## src/hw/rtl/sfr_pkg.sv

```systemverilog
// ----------------------------------------------------------------------------
// sfr_pkg
// Shared types, constants and the checksum step of the serial frame receiver.
// ----------------------------------------------------------------------------
`default_nettype none

package sfr_pkg;

	localparam logic [7:0]  START_BYTE   = 8'h02;
	localparam logic [7:0]  ADDRESS_BYTE = 8'h80;
	localparam logic [15:0] CHECK_TOP    = 16'h8000;
	localparam logic [15:0] CHECK_POLY   = 16'h8005;

	localparam logic [7:0]  CMD_RESET = 8'd176;
	localparam logic [15:0] LEN_RESET = 16'd1007;

	localparam int unsigned PADDR_W = 3;
	localparam int unsigned PDATA_W = 32;

	// register index, taken from the word address bit
	localparam logic REG_EXP_CMD = 1'b0;
	localparam logic REG_EXP_LEN = 1'b1;

	typedef enum logic [1:0] {
		ST_OK          = 2'd0,
		ST_LEN_MISMATCH = 2'd1,
		ST_CHECK_ERROR = 2'd2
	} status_t;

	typedef struct packed {
		logic [7:0]  expected_command;
		logic [15:0] expected_length_word;
	} cfg_t;

	function automatic logic [15:0] check_next(
		input logic [15:0] check,
		input logic [7:0]  prev,
		input logic [7:0]  b
	);
		logic [15:0] shifted;
		shifted = {check[14:0], 1'b0};
		if ((check & CHECK_TOP) != 16'h0000)
			shifted = shifted ^ CHECK_POLY;
		return shifted ^ {prev, b};
	endfunction

endpackage

`default_nettype wire

```

## src/hw/rtl/sfr_byte_if.sv

```systemverilog
// ----------------------------------------------------------------------------
// sfr_byte_if
// Valid/ready channel carrying one received serial byte per item.
// ----------------------------------------------------------------------------
`default_nettype none

interface sfr_byte_if;
	logic       valid;
	logic       ready;
	logic [7:0] rx_byte;

	modport source (output valid, output rx_byte, input ready);
	modport sink (input valid, input rx_byte, output ready);
endinterface

`default_nettype wire

```

## src/hw/rtl/sfr_result_if.sv

```systemverilog
// ----------------------------------------------------------------------------
// sfr_result_if
// Valid/ready channel carrying one data byte or one end-of-frame status.
// ----------------------------------------------------------------------------
`default_nettype none

interface sfr_result_if;
	logic       valid;
	logic       ready;
	logic [7:0] payload_byte;
	logic       payload_valid;
	logic       frame_done;
	logic [1:0] status;

	modport source (
		output valid, output payload_byte, output payload_valid,
		output frame_done, output status, input ready
	);
	modport sink (
		input valid, input payload_byte, input payload_valid,
		input frame_done, input status, output ready
	);
endinterface

`default_nettype wire

```

## src/hw/rtl/sfr_cfg_regs.sv

```systemverilog
// ----------------------------------------------------------------------------
// sfr_cfg_regs
// APB register file: expected command byte and expected length word.
// ----------------------------------------------------------------------------
`default_nettype none

module sfr_cfg_regs
	import sfr_pkg::*;
(
	input  wire logic               clk,
	input  wire logic               arst_n,
	input  wire logic               psel,
	input  wire logic               penable,
	input  wire logic               pwrite,
	input  wire logic [PADDR_W-1:0] paddr,
	input  wire logic [PDATA_W-1:0] pwdata,
	output logic      [PDATA_W-1:0] prdata,
	output logic                    pready,
	output cfg_t                    cfg
);

	cfg_t cfg_q;
	logic wr_en;
	logic reg_sel;

	assign pready  = 1'b1;
	assign reg_sel = paddr[2];
	assign wr_en   = psel & penable & pwrite & pready;

	always_ff @(posedge clk or negedge arst_n) begin
		if (!arst_n) begin
			cfg_q.expected_command     <= CMD_RESET;
			cfg_q.expected_length_word <= LEN_RESET;
		end else if (wr_en) begin
			case (reg_sel)
				REG_EXP_CMD: cfg_q.expected_command <= pwdata[7:0];
				REG_EXP_LEN: cfg_q.expected_length_word <= pwdata[15:0];
				default: ;
			endcase
		end
	end

	always_comb begin
		prdata = '0;
		case (reg_sel)
			REG_EXP_CMD: prdata = {{(PDATA_W-8){1'b0}}, cfg_q.expected_command};
			REG_EXP_LEN: prdata = {{(PDATA_W-16){1'b0}}, cfg_q.expected_length_word};
			default: prdata = '0;
		endcase
	end

	assign cfg = cfg_q;

endmodule

`default_nettype wire

```

## src/hw/rtl/sfr_in_stage.sv

```systemverilog
// ----------------------------------------------------------------------------
// sfr_in_stage
// Input register: holds one byte until the frame parser takes it.
// ----------------------------------------------------------------------------
`default_nettype none

module sfr_in_stage (
	input  wire logic  clk,
	input  wire logic  arst_n,
	sfr_byte_if.sink   rx,
	input  wire logic  take,
	output logic       valid_s1,
	output logic [7:0] byte_s1
);

	logic load;

	assign rx.ready = !valid_s1 || take;
	assign load     = rx.valid && rx.ready;

	always_ff @(posedge clk or negedge arst_n) begin
		if (!arst_n) begin
			valid_s1 <= 1'b0;
		end else if (rx.ready) begin
			valid_s1 <= rx.valid;
		end
	end

	always_ff @(posedge clk) begin
		if (load) begin
			byte_s1 <= rx.rx_byte;
		end
	end

endmodule

`default_nettype wire

```

## src/hw/rtl/sfr_parser.sv

```systemverilog
// ----------------------------------------------------------------------------
// sfr_parser
// Frame state machine, checksum update and result register.
// ----------------------------------------------------------------------------
`default_nettype none

module sfr_parser
	import sfr_pkg::*;
(
	input  wire logic       clk,
	input  wire logic       arst_n,
	input  wire cfg_t       cfg,
	input  wire logic       valid_s1,
	input  wire logic [7:0] byte_s1,
	output logic            take,
	sfr_result_if.source    frame
);

	typedef enum logic [7:0] {
		PH_HUNT       = 8'b0000_0001,
		PH_ADDR       = 8'b0000_0010,
		PH_LEN_LO     = 8'b0000_0100,
		PH_LEN_HI     = 8'b0000_1000,
		PH_CMD        = 8'b0001_0000,
		PH_SIXTH_OK   = 8'b0010_0000,
		PH_SIXTH_DROP = 8'b0100_0000,
		PH_BODY       = 8'b1000_0000
	} phase_t;

	phase_t      phase_q, phase_n;
	logic [15:0] pos_q, pos_n;
	logic [15:0] check_q, check_n;
	logic [7:0]  prev_q, prev_n;
	logic [15:0] len_q, len_n;
	logic [7:0]  low_q, low_n;

	logic        out_valid_q;
	logic [7:0]  out_byte_q;
	logic        out_pv_q;
	logic        out_done_q;
	status_t     out_st_q;

	logic        emit;
	logic [7:0]  r_byte;
	logic        r_pv;
	logic        r_done;
	status_t     r_st;
	logic        body_en;
	logic [16:0] left;
	logic [16:0] left_m1;
	logic [15:0] check_upd;

	assign take      = valid_s1 && (!out_valid_q || frame.ready);
	assign check_upd = check_next(check_q, prev_q, byte_s1);
	assign left      = (phase_q == PH_BODY) ? {1'b0, pos_q} : ({1'b0, len_q} + 17'd1);
	assign left_m1   = left - 17'd1;

	always_comb begin
		phase_n = phase_q;
		pos_n   = pos_q;
		check_n = check_q;
		prev_n  = prev_q;
		len_n   = len_q;
		low_n   = low_q;
		emit    = 1'b0;
		r_byte  = 8'h00;
		r_pv    = 1'b0;
		r_done  = 1'b0;
		r_st    = ST_OK;
		body_en = 1'b0;

		case (phase_q)
			PH_HUNT: begin
				if (byte_s1 == START_BYTE) begin
					check_n = {8'h00, byte_s1};
					prev_n  = byte_s1;
					phase_n = PH_ADDR;
				end
			end
			PH_ADDR: begin
				if (byte_s1 == ADDRESS_BYTE) begin
					check_n = check_upd;
					prev_n  = byte_s1;
					phase_n = PH_LEN_LO;
				end else begin
					phase_n = PH_HUNT;
				end
			end
			PH_LEN_LO: begin
				check_n = check_upd;
				prev_n  = byte_s1;
				len_n   = {8'h00, byte_s1};
				phase_n = PH_LEN_HI;
			end
			PH_LEN_HI: begin
				check_n = check_upd;
				prev_n  = byte_s1;
				len_n   = {byte_s1, len_q[7:0]};
				phase_n = PH_CMD;
			end
			PH_CMD: begin
				check_n = check_upd;
				prev_n  = byte_s1;
				phase_n = (byte_s1 == cfg.expected_command) ? PH_SIXTH_OK : PH_SIXTH_DROP;
			end
			PH_SIXTH_DROP: begin
				phase_n = PH_HUNT;
			end
			PH_SIXTH_OK: begin
				if (len_q != cfg.expected_length_word || len_q == 16'h0000) begin
					phase_n = PH_HUNT;
					emit    = 1'b1;
					r_done  = 1'b1;
					r_st    = ST_LEN_MISMATCH;
				end else begin
					body_en = 1'b1;
				end
			end
			PH_BODY: begin
				body_en = 1'b1;
			end
			default: begin
				phase_n = PH_HUNT;
			end
		endcase

		if (body_en) begin
			if (left == 17'd0) begin
				phase_n = PH_HUNT;
			end else begin
				pos_n   = left_m1[15:0];
				phase_n = PH_BODY;
				if (left > 17'd2) begin
					check_n = check_upd;
					prev_n  = byte_s1;
					emit    = 1'b1;
					r_byte  = byte_s1;
					r_pv    = 1'b1;
				end else if (left == 17'd2) begin
					low_n = byte_s1;
				end else begin
					// high checksum byte closes the frame
					phase_n = PH_HUNT;
					emit    = 1'b1;
					r_done  = 1'b1;
					r_st    = ({byte_s1, low_q} == check_q) ? ST_OK : ST_CHECK_ERROR;
				end
			end
		end
	end

	always_ff @(posedge clk or negedge arst_n) begin
		if (!arst_n) begin
			phase_q <= PH_HUNT;
			pos_q   <= '0;
			check_q <= '0;
			prev_q  <= '0;
			len_q   <= '0;
			low_q   <= '0;
		end else if (take) begin
			phase_q <= phase_n;
			pos_q   <= pos_n;
			check_q <= check_n;
			prev_q  <= prev_n;
			len_q   <= len_n;
			low_q   <= low_n;
		end
	end

	always_ff @(posedge clk or negedge arst_n) begin
		if (!arst_n) begin
			out_valid_q <= 1'b0;
		end else if (!out_valid_q || frame.ready) begin
			out_valid_q <= take && emit;
		end
	end

	always_ff @(posedge clk) begin
		if (take && emit) begin
			out_byte_q <= r_byte;
			out_pv_q   <= r_pv;
			out_done_q <= r_done;
			out_st_q   <= r_st;
		end
	end

	assign frame.valid         = out_valid_q;
	assign frame.payload_byte  = out_byte_q;
	assign frame.payload_valid = out_pv_q;
	assign frame.frame_done    = out_done_q;
	assign frame.status        = out_st_q;

endmodule

`default_nettype wire

```

## src/hw/rtl/serial_frame_receiver_crc16_core.sv

```systemverilog
// ----------------------------------------------------------------------------
// serial_frame_receiver_crc16_core
// Receives STX/address/length/command frames byte by byte, gives out the
// data bytes and ends each accepted frame with a status.
// ----------------------------------------------------------------------------
//  channel  direction  handshake       payload
//  rx       in         valid/ready     rx_byte[7:0]
//  frame    out        valid/ready     payload_byte, payload_valid,
//                                      frame_done, status[1:0]
//  apb      in         psel/penable    paddr[2:0], pwdata, prdata
//
//  one byte per cycle sustained while the result channel is not stalled;
//  a byte sits in the input register, then parser logic updates state and
//  loads the result register on the next edge, for bytes that give a result
//  arst_n clears state to hunting and config to its defaults
//  a stalled result register holds the byte in the input register and
//  deasserts rx.ready; no byte is dropped
// ----------------------------------------------------------------------------
`default_nettype none

module serial_frame_receiver_crc16_core
	import sfr_pkg::*;
(
	input  wire logic               clk,
	input  wire logic               arst_n,
	sfr_byte_if.sink                rx,
	sfr_result_if.source            frame,
	input  wire logic               psel,
	input  wire logic               penable,
	input  wire logic               pwrite,
	input  wire logic [PADDR_W-1:0] paddr,
	input  wire logic [PDATA_W-1:0] pwdata,
	output logic      [PDATA_W-1:0] prdata,
	output logic                    pready
);

	cfg_t       cfg;
	logic       take;
	logic       valid_s1;
	logic [7:0] byte_s1;

	sfr_cfg_regs u_cfg (
		.clk     (clk),
		.arst_n  (arst_n),
		.psel    (psel),
		.penable (penable),
		.pwrite  (pwrite),
		.paddr   (paddr),
		.pwdata  (pwdata),
		.prdata  (prdata),
		.pready  (pready),
		.cfg     (cfg)
	);

	sfr_in_stage u_in (
		.clk      (clk),
		.arst_n   (arst_n),
		.rx       (rx),
		.take     (take),
		.valid_s1 (valid_s1),
		.byte_s1  (byte_s1)
	);

	sfr_parser u_parser (
		.clk      (clk),
		.arst_n   (arst_n),
		.cfg      (cfg),
		.valid_s1 (valid_s1),
		.byte_s1  (byte_s1),
		.take     (take),
		.frame    (frame)
	);

endmodule

`default_nettype wire

```

## src/flat_wrapper.sv

```systemverilog
// flat-port wrapper written by rule: the top's interface ports become plain ports
module serial_frame_receiver_crc16_core_flat import sfr_pkg::*;
  (clk, arst_n, psel, penable, pwrite, paddr, pwdata, prdata, pready, rx_valid, rx_rx_byte, rx_ready, frame_valid, frame_payload_byte, frame_payload_valid, frame_frame_done, frame_status, frame_ready);
  sfr_byte_if rx_i ();
  sfr_result_if frame_i ();
  input  wire logic clk;
  input  wire logic arst_n;
  input  wire logic psel;
  input  wire logic penable;
  input  wire logic pwrite;
  input  wire logic [PADDR_W-1:0] paddr;
  input  wire logic [PDATA_W-1:0] pwdata;
  output logic      [PDATA_W-1:0] prdata;
  output logic pready;
  input wire logic [$bits(rx_i.valid)-1:0] rx_valid;
  input wire logic [$bits(rx_i.rx_byte)-1:0] rx_rx_byte;
  output wire logic [$bits(rx_i.ready)-1:0] rx_ready;
  output wire logic [$bits(frame_i.valid)-1:0] frame_valid;
  output wire logic [$bits(frame_i.payload_byte)-1:0] frame_payload_byte;
  output wire logic [$bits(frame_i.payload_valid)-1:0] frame_payload_valid;
  output wire logic [$bits(frame_i.frame_done)-1:0] frame_frame_done;
  output wire logic [$bits(frame_i.status)-1:0] frame_status;
  input wire logic [$bits(frame_i.ready)-1:0] frame_ready;
  assign rx_i.valid = rx_valid;
  assign rx_i.rx_byte = rx_rx_byte;
  assign rx_ready = rx_i.ready;
  assign frame_valid = frame_i.valid;
  assign frame_payload_byte = frame_i.payload_byte;
  assign frame_payload_valid = frame_i.payload_valid;
  assign frame_frame_done = frame_i.frame_done;
  assign frame_status = frame_i.status;
  assign frame_i.ready = frame_ready;
  serial_frame_receiver_crc16_core u_core (.clk(clk), .arst_n(arst_n), .rx(rx_i), .frame(frame_i), .psel(psel), .penable(penable), .pwrite(pwrite), .paddr(paddr), .pwdata(pwdata), .prdata(prdata), .pready(pready));
endmodule
```

## config.mk

```make
export PLATFORM = sky130hd
export DESIGN_NAME = serial_frame_receiver_crc16_core_flat
export DESIGN_NICKNAME = d
export VERILOG_FILES = /design/src/hw/rtl/sfr_pkg.sv /design/src/hw/rtl/sfr_byte_if.sv /design/src/hw/rtl/sfr_result_if.sv /design/src/hw/rtl/sfr_cfg_regs.sv /design/src/hw/rtl/sfr_in_stage.sv /design/src/hw/rtl/sfr_parser.sv /design/src/hw/rtl/serial_frame_receiver_crc16_core.sv /design/src/flat_wrapper.sv
export SDC_FILE = /design/constraint.sdc
export NUM_CORES = 1
export LEC_CHECK = 0
export BUFFER_PORTS_ARGS = -buffer_cell sky130_fd_sc_hd__buf_2
export CAP_MARGIN = 20
export CORE_MARGIN = 10
export CORE_UTILIZATION = 25
export CTS_CLUSTER_DIAMETER = 80
export DETAILED_ROUTE_END_ITERATION = 8
export SETUP_SLACK_MARGIN = 0.15
export SLEW_MARGIN = 10
export SYNTH_ARGS = -nofsm -noshare
export SYNTH_HDL_FRONTEND = slang
export SYNTH_SLANG_ARGS = --single-unit
```

## constraint.sdc

```tcl
create_clock -name clk -period 4.8 [get_ports clk]
set_input_delay 0 -clock clk [delete_from_list [all_inputs] [get_ports clk]]
set_output_delay 0 -clock clk [all_outputs]
set_load 0.02 [all_outputs]
```

Word level (Yosys, flattened, before mapping) --
Cells that the tools add are included.
Word-level totals: register bits 118, bits of input ports 50, output and inout port bits 47, logic and storage cells 109
Operators by class: add/subtract/negate cells 2, magnitude comparators 1, equality and inequality tests 16, multiplexer cells 44, bitwise logic cells 9, reduce and logical (&&, ||, !) cells 21
Operators by type and width (number):
- two-way mux 16 bit | 6
- two-way mux 8 bit | 11
- case mux 32 bit (2 select lines) | 1
- case mux 8 bit (7 select lines) | 1
- case mux 16 bit (3 select lines) | 1
- case mux 16 bit (2 select lines) | 1
- case mux 8 bit (3 select lines) | 1
- adder 16 x 1 -> 17 bit (second input constant) | 1
- == test 17 x 2 -> 1 bit (second input constant) | 1
- greater-than comparator 17 x 2 -> 1 bit (second input constant) | 1
- logical NOT 17 bit | 1
- two-way mux 17 bit | 1
- == test 16 bit | 1
- == test 8 x 2 -> 1 bit (second input constant) | 2
- == test 8 bit (second input constant) | 2
- logical NOT 16 bit | 1
- != test 16 bit | 1
- subtractor 16 x 1 -> 16 bit (second input constant) | 1
- XOR 16 bit | 1
- two-way mux 1 bit | 13
- two-way mux 2 bit | 5
- == test 8 x 1 -> 1 bit (second input constant) | 1
- == test 8 x 3 -> 1 bit (second input constant) | 1
- == test 8 x 4 -> 1 bit (second input constant) | 1
- 21 further kinds | 36

Depth between registers and ports, before layout --
depth in word-level cells 9, mapped depth 17, mapped depth without buffers 11

Cells and area by module --
A second synthesis with hierarchy kept.
Second synthesis, totals: cells, all modules 707, area total of the unflattened synthesis 7153.1 µm²
Modules (own cells, without submodules):
- sfr_parser | instances 1, cells each 607, area an instance 5591.6 µm², seq. area each 2188.3 µm²
- sfr_cfg_regs | instances 1, cells each 88, area an instance 1267.5 µm², seq. area each 615.6 µm²
- sfr_in_stage | instances 1, cells each 12, area an instance 294.0 µm², seq. area each 265.3 µm²

Least setup slack after synthesis --
OpenSTA, ideal clock, no wires.
path type register -> register, from reg u_core.u_parser.phase_q[3], to reg u_core.u_parser.out_done_q (netlist: u_core.u_parser.frame.frame_done), enable pin, setup time 0.380 ns, data arrival time 3.537 ns, data required time 4.420 ns, path slack 0.883 ns, stages on the path, launching flop included 15, path buffers 5, clock period less this slack 3.917 ns, path through dfrtp_1 buf_6 or3_4 or3_1 buf_2 buf_1 clkbuf_1 clkbuf_1 nand2_1 o21ai_0 ha_1 or2_2 a31oi_1 nor2_1 nor2_1
Between the ends: longest elaborated chain between the ends 8, elaborated cells between the ends (all ways) 13, those cells by class 1 x order compare; 3 x eq/ne; 7 x mux; 2 x reduce/logical
Ends and longest elaborated chain:
- from (decl) | line sfr_parser.sv:30 | phase_t phase_q, phase_n;
- from (signal assigned) | line sfr_parser.sv:161 | phase_q <= phase_n;
- parallel branches: the longest is 6 deep, another holds greater-than comparator 17 x 2 -> 1 bit
- two-way mux 1 bit * | line sfr_parser.sv:127 | if (body_en) begin
- logical AND 1 bit * | line sfr_parser.sv:179 | if (take && emit) begin
- to (signal assigned) | line sfr_parser.sv:182 | out_done_q <= r_done;
- to (decl) | line sfr_parser.sv:40 | logic out_done_q;
Every way passes the cells marked *. A chain may end at the register's enable or synchronous reset.

Final worst setup path --
from reg u_core.u_parser.phase_q[5], to reg u_core.u_parser.low_q[5]
Between the ends: longest elaborated chain between the ends 5, elaborated cells between the ends (all ways) 10, those cells by class 1 x order compare; 3 x eq/ne; 2 x mux; 2 x bitwise; 2 x reduce/logical
Ends and longest elaborated chain:
- == test 8 bit | line sfr_parser.sv:55, sfr_parser.sv:72
- two-way mux 17 bit | line sfr_parser.sv:55 | assign left = (phase_q == PH_BODY) ? {1'b0, pos_q} : ({1'b0, len_q} + 17'd1);
- greater-than comparator 17 x 2 -> 1 bit or logical NOT 17 bit (tied branches) | line sfr_parser.sv:133, sfr_parser.sv:128
- NOT 1 bit (no source line)
- AND reduction 5 bit (no source line) *
- to (signal assigned) | line sfr_parser.sv:166 | low_q <= low_n;
- to (decl) | line sfr_parser.sv:35 | logic [7:0] low_q, low_n;
Every way passes the cells marked *; elsewhere a longest branch is shown, timed or not.

==> impl_results.rst <==
.. list-table::
   :header-rows: 1

   * - Metric
     - Value
   * - Total number of yosys warnings
     - 0
   * - Sum of routed wire length over all layers
     - 17480 µm
   * - Finished Cell Area
     - 8230 µm²
   * - Start-to-end type of the worst setup path
     - flop to flop
   * - Cell breakdown of the critical path
     - or3b_2, or3_1, buf_4, o32ai_2, and4_1, and2_1, and3_1, mux2_4
   * - Routed wire per std cell
     - 16.23 µm
   * - Startpoint types
     - flop
   * - Std-Cell Core Area
     - 26800 µm²
   * - Site Rows
     - 60
   * - Max rail drop VDD
     - 269.7 µV
   * - Post-layout min period
     - 3.921 ns
   * - Per-cell via count in the routed design
     - 4.732
   * - Power, Total
     - 2.898 mW
   * - Initial core utilization
     - 25.20%
   * - Post-detailed-placement half-perimeter wirelength
     - 12280 µm
   * - Primary FF master, synth
     - sky130_fd_sc_hd__dfrtp_1
   * - Reg-to-reg setup timing slack
     - 0.88 ns
   * - Area grow syn2layout
     - 21.88%
   * - First-pass GRT wire length
     - 27990 µm
   * - Run status
     - finished, final reports clean
   * - RSZ-0062 raised after global routing
     - false
   * - Portion of the post-synthesis area used by sequential elements
     - 45.45%
   * - TritonCTS Sinks
     - 118
   * - Horiz. Die Dim
     - 184.4 µm
   * - Fillers
     - 2731
   * - Dominant cell type by area after synthesis
     - sky130_fd_sc_hd__dfrtp_1
   * - Headroom to the max-slew limit
     - 27.66%
   * - Number of I/O pins
     - 97
   * - Distinct cells, synth
     - 64
   * - Count of flip-flops with a built-in enable after synthesis
     - 20
   * - Clk_lat worst skew
     - 0.41 ns
   * - Cell with the biggest individual delay on the critical path
     - sky130_fd_sc_hd__and3_1
   * - Final hold violation count
     - 0
   * - Kind of cell with the highest combined delay on the critical path
     - simple AND/OR/NAND/NOR gates
   * - Highest net fanout along the worst path
     - 13
   * - Iter 0 DRT Violations
     - 291
   * - Combined flip-flop and latch cell area
     - 3069 µm²
   * - Proportion of synthesized flip-flops having asynchronous set or reset
     - 83.05%
   * - Cell Area, Synth
     - 6753 µm²
   * - Worst min-delay path class
     - input port to async pin
   * - Pin count of the biggest net entering global routing
     - 64
   * - Reported leakage power
     - 3.431 nW
   * - Antenna diode count
     - 0
   * - Count of final max-slew check failures
     - 0
   * - Global router's overall resource usage
     - 10.31%
   * - Share of Yosys cell area claimed by the top area cell type
     - 31.50%
   * - Die boundary height
     - 184.4 µm
   * - Number of remaining DRC errors
     - 0
   * - Worst path required time
     - 5.10 ns
   * - Vias post-DR
     - 5096
   * - Largest stage delay on the critical path
     - 0.55 ns
   * - Power per standard cell area
     - 352.1 nW/µm²
   * - Remaining global-route overflow
     - 0
   * - Total cell area at the placement stage
     - 7289 µm²
   * - Via count of the first global-routing pass
     - 4986
   * - Bufs on Longest Clock Path
     - 2
   * - Final setup skew
     - 0.009499 ns
   * - Share of the clock period used by the worst path
     - 81.69%
   * - Endpoints failing setup
     - 0
   * - Number of H-tree levels
     - 4
   * - Port Buffers
     - 61
   * - Clock root buffer
     - sky130_fd_sc_hd__clkbuf_16
   * - Initial antenna violation count
     - 0
   * - Nets@finish
     - 778
   * - Global placement routability congestion
     - 0.8354
   * - Category of the worst setup path capture point
     - flop
   * - Synth Area per Inst
     - 10.36 µm²
   * - Final setup TNS
     - 0 ns
   * - Max-Cap Viols
     - 0
   * - Cell types with the largest area share after synthesis
     - sky130_fd_sc_hd__dfrtp_1, sky130_fd_sc_hd__edfxtp_1, sky130_fd_sc_hd__mux2_2
   * - Fraction of layout instances using a drive strength above 1
     - 24.05%
   * - Slew at the pin closest to its max-slew limit
     - 1.083 ns
   * - Peak clock frequency supported by timing
     - 255.0 MHz
   * - Count of mapped cells out of synthesis
     - 652
   * - First-pass iteration count of the detailed router
     - 5
   * - TritonCTS buffer count
     - 17
   * - Total of flip-flops plus latches after synthesis
     - 118
   * - Buffers & Inverters on Critical Path
     - 1
   * - Clock transition at the registers of the reported paths
     - 0.06 ns
   * - Post_cts resized
     - 0
   * - Post-detailed-route count of antenna-violating nets
     - 0
   * - TritonCTS clock tree
     - yes
   * - Critical path data arrival time
     - 4.22 ns
   * - Die Area
     - 33980 µm²
   * - Multi-input logic area
     - 3358 µm²
-- path summary, 6_finish.rpt --
path	start	endpoint	cells after the start
max	u_core.u_parser.phase_q[5]$_DFFE_PN0P_	u_core.u_parser.low_q[5]$_DFFE_PN0P_	8
min	arst_n	u_core.u_cfg.cfg[4]$_DFFE_PN0P_	2
max reg2reg	u_core.u_parser.phase_q[5]$_DFFE_PN0P_	u_core.u_parser.low_q[5]$_DFFE_PN0P_	8
min reg2reg	u_core.u_parser.pos_q[15]$_DFFE_PN0P_	u_core.u_parser.pos_q[15]$_DFFE_PN0P_	2
max in group asynchronous	arst_n	u_core.u_cfg.cfg[0]$_DFFE_PN1P_	3
min in group clk	rx_rx_byte[2]	u_core.u_in.byte_s1[2]$_DFFE_PP_	2
-- routing by layer --
metal,vias to the layer above,wire length (µm),global-route usage [%]
met5,-,0,0
met4,0,236,2.688
met3,19,696,2.205
met2,121,8588,17.23
met1,2492,7953,13.15
li1,2464,-,-
-- area by class of cell --
cell class	count	share of cell area, %
inverter	10	0.4561
multi-input combinational	474	40.80
sequential	118	37.29
clock inverter	13	2.326
clock buffer	19	5.640
timing repair buffer	102	8.300
tap	341	5.184
-- worst register-to-register path, cell delays in order, from the launching register on --
cell and delay (ns):
sky130_fd_sc_hd__dfrtp_1 0.42, sky130_fd_sc_hd__or3b_2 0.54, sky130_fd_sc_hd__or3_1 0.54, sky130_fd_sc_hd__buf_4 0.28
sky130_fd_sc_hd__o32ai_2 0.45, sky130_fd_sc_hd__and4_1 0.46, sky130_fd_sc_hd__and2_1 0.21, sky130_fd_sc_hd__and3_1 0.55
sky130_fd_sc_hd__mux2_4 0.35
-- where the power goes --
group          switching (mW)  internal (mW)  total, mW
clock                   0.487          0.919       1.41
combinational           0.187          0.149      0.335
sequential             0.0633           1.09       1.16
total                   0.737           2.16       2.90
-- cell usage in the layout, fill, tap and decap left out, types with 17 or more instances in the layout --
| cell type | synthesis | layout |
|---|---|---|
| sky130_fd_sc_hd__mux2_2 | 41 | 41 |
| sky130_fd_sc_hd__o21ai_0 | 33 | 33 |
| sky130_fd_sc_hd__buf_2 | 6 | 61 |
| sky130_fd_sc_hd__edfxtp_1 | 20 | 20 |
| sky130_fd_sc_hd__xor2_1 | 23 | 23 |
| sky130_fd_sc_hd__dfrtp_1 | 85 | 85 |
| sky130_fd_sc_hd__nand2_1 | 37 | 37 |
| sky130_fd_sc_hd__nand3_1 | 19 | 19 |
| sky130_fd_sc_hd__and2_1 | 24 | 24 |
| sky130_fd_sc_hd__clkbuf_16 | 0 | 18 |
| sky130_fd_sc_hd__nor2_1 | 37 | 37 |
| sky130_fd_sc_hd__conb_1 | 2 | 17 |
| sky130_fd_sc_hd__xnor2_1 | 49 | 49 |
| sky130_fd_sc_hd__dlygate4sd3_1 | 0 | 28 |
-- synth_stat cells (9+ instances only) --
cell and n:
sky130_fd_sc_hd__a21oi_1 16, sky130_fd_sc_hd__a22o_1 15, sky130_fd_sc_hd__a31oi_1 10, sky130_fd_sc_hd__and2_1 24
sky130_fd_sc_hd__buf_4 20, sky130_fd_sc_hd__clkbuf_1 35, sky130_fd_sc_hd__dfrtp_1 85, sky130_fd_sc_hd__dfstp_2 13
sky130_fd_sc_hd__edfxtp_1 20, sky130_fd_sc_hd__inv_1 10, sky130_fd_sc_hd__mux2_2 41, sky130_fd_sc_hd__nand2_1 37
sky130_fd_sc_hd__nand3_1 19, sky130_fd_sc_hd__nand4_1 15, sky130_fd_sc_hd__nor2_1 37, sky130_fd_sc_hd__nor3_1 12
sky130_fd_sc_hd__nor4_1 14, sky130_fd_sc_hd__o21ai_0 33, sky130_fd_sc_hd__o2bb2ai_1 16, sky130_fd_sc_hd__or3_1 9
sky130_fd_sc_hd__xnor2_1 49, sky130_fd_sc_hd__xor2_1 23
-- cell families (layout without fill, tap and decap cells) --
logic type	Yosys count	in the layout	share of synthesized area [%]
AOI/OAI and AO/OA	129	129	13.53
xor gates and xnor gates	72	72	9.338
adders and majority gates	5	5	0.9264
buffers and inverters	75	144	5.725
DFF	118	118	45.45
muxes	56	56	9.654
other	2	17	0.1112
and+or+nand+nor	195	195	15.27
-- flip-flops by register name (all words and copies together), names as in the netlist, 16 cells and up --
signal and cells:
u_core.u_parser.pos_q 16, u_core.u_parser.check_q 16, u_core.u_parser.len_q 16, u_core.u_cfg.cfg 24
-- repair_timing --
item,CTS,global route
hold buffers,28,0
setup buffers,0,0
endpoints found under the hold margin,87,0
-- stage by stage --
step / instances / hold slack, ns / setup slack, ns / utilization (%)
final: 1077 / 0.2202 / 0.8786 / 30.71
after global routing: 1077 / 0.2896 / 0.7094 / 30.71
after CTS: 1076 / 0.2677 / 0.9028 / 30.69
after detailed placement: 1016 / 0.1623 / 0.9110 / 27.20
after global placement: 1016 / 0.1661 / 0.9358 / 27.20
after floorplan: 667 / -0.2956 / 0.8826 / -
Power figures use the tool's default switching activity.
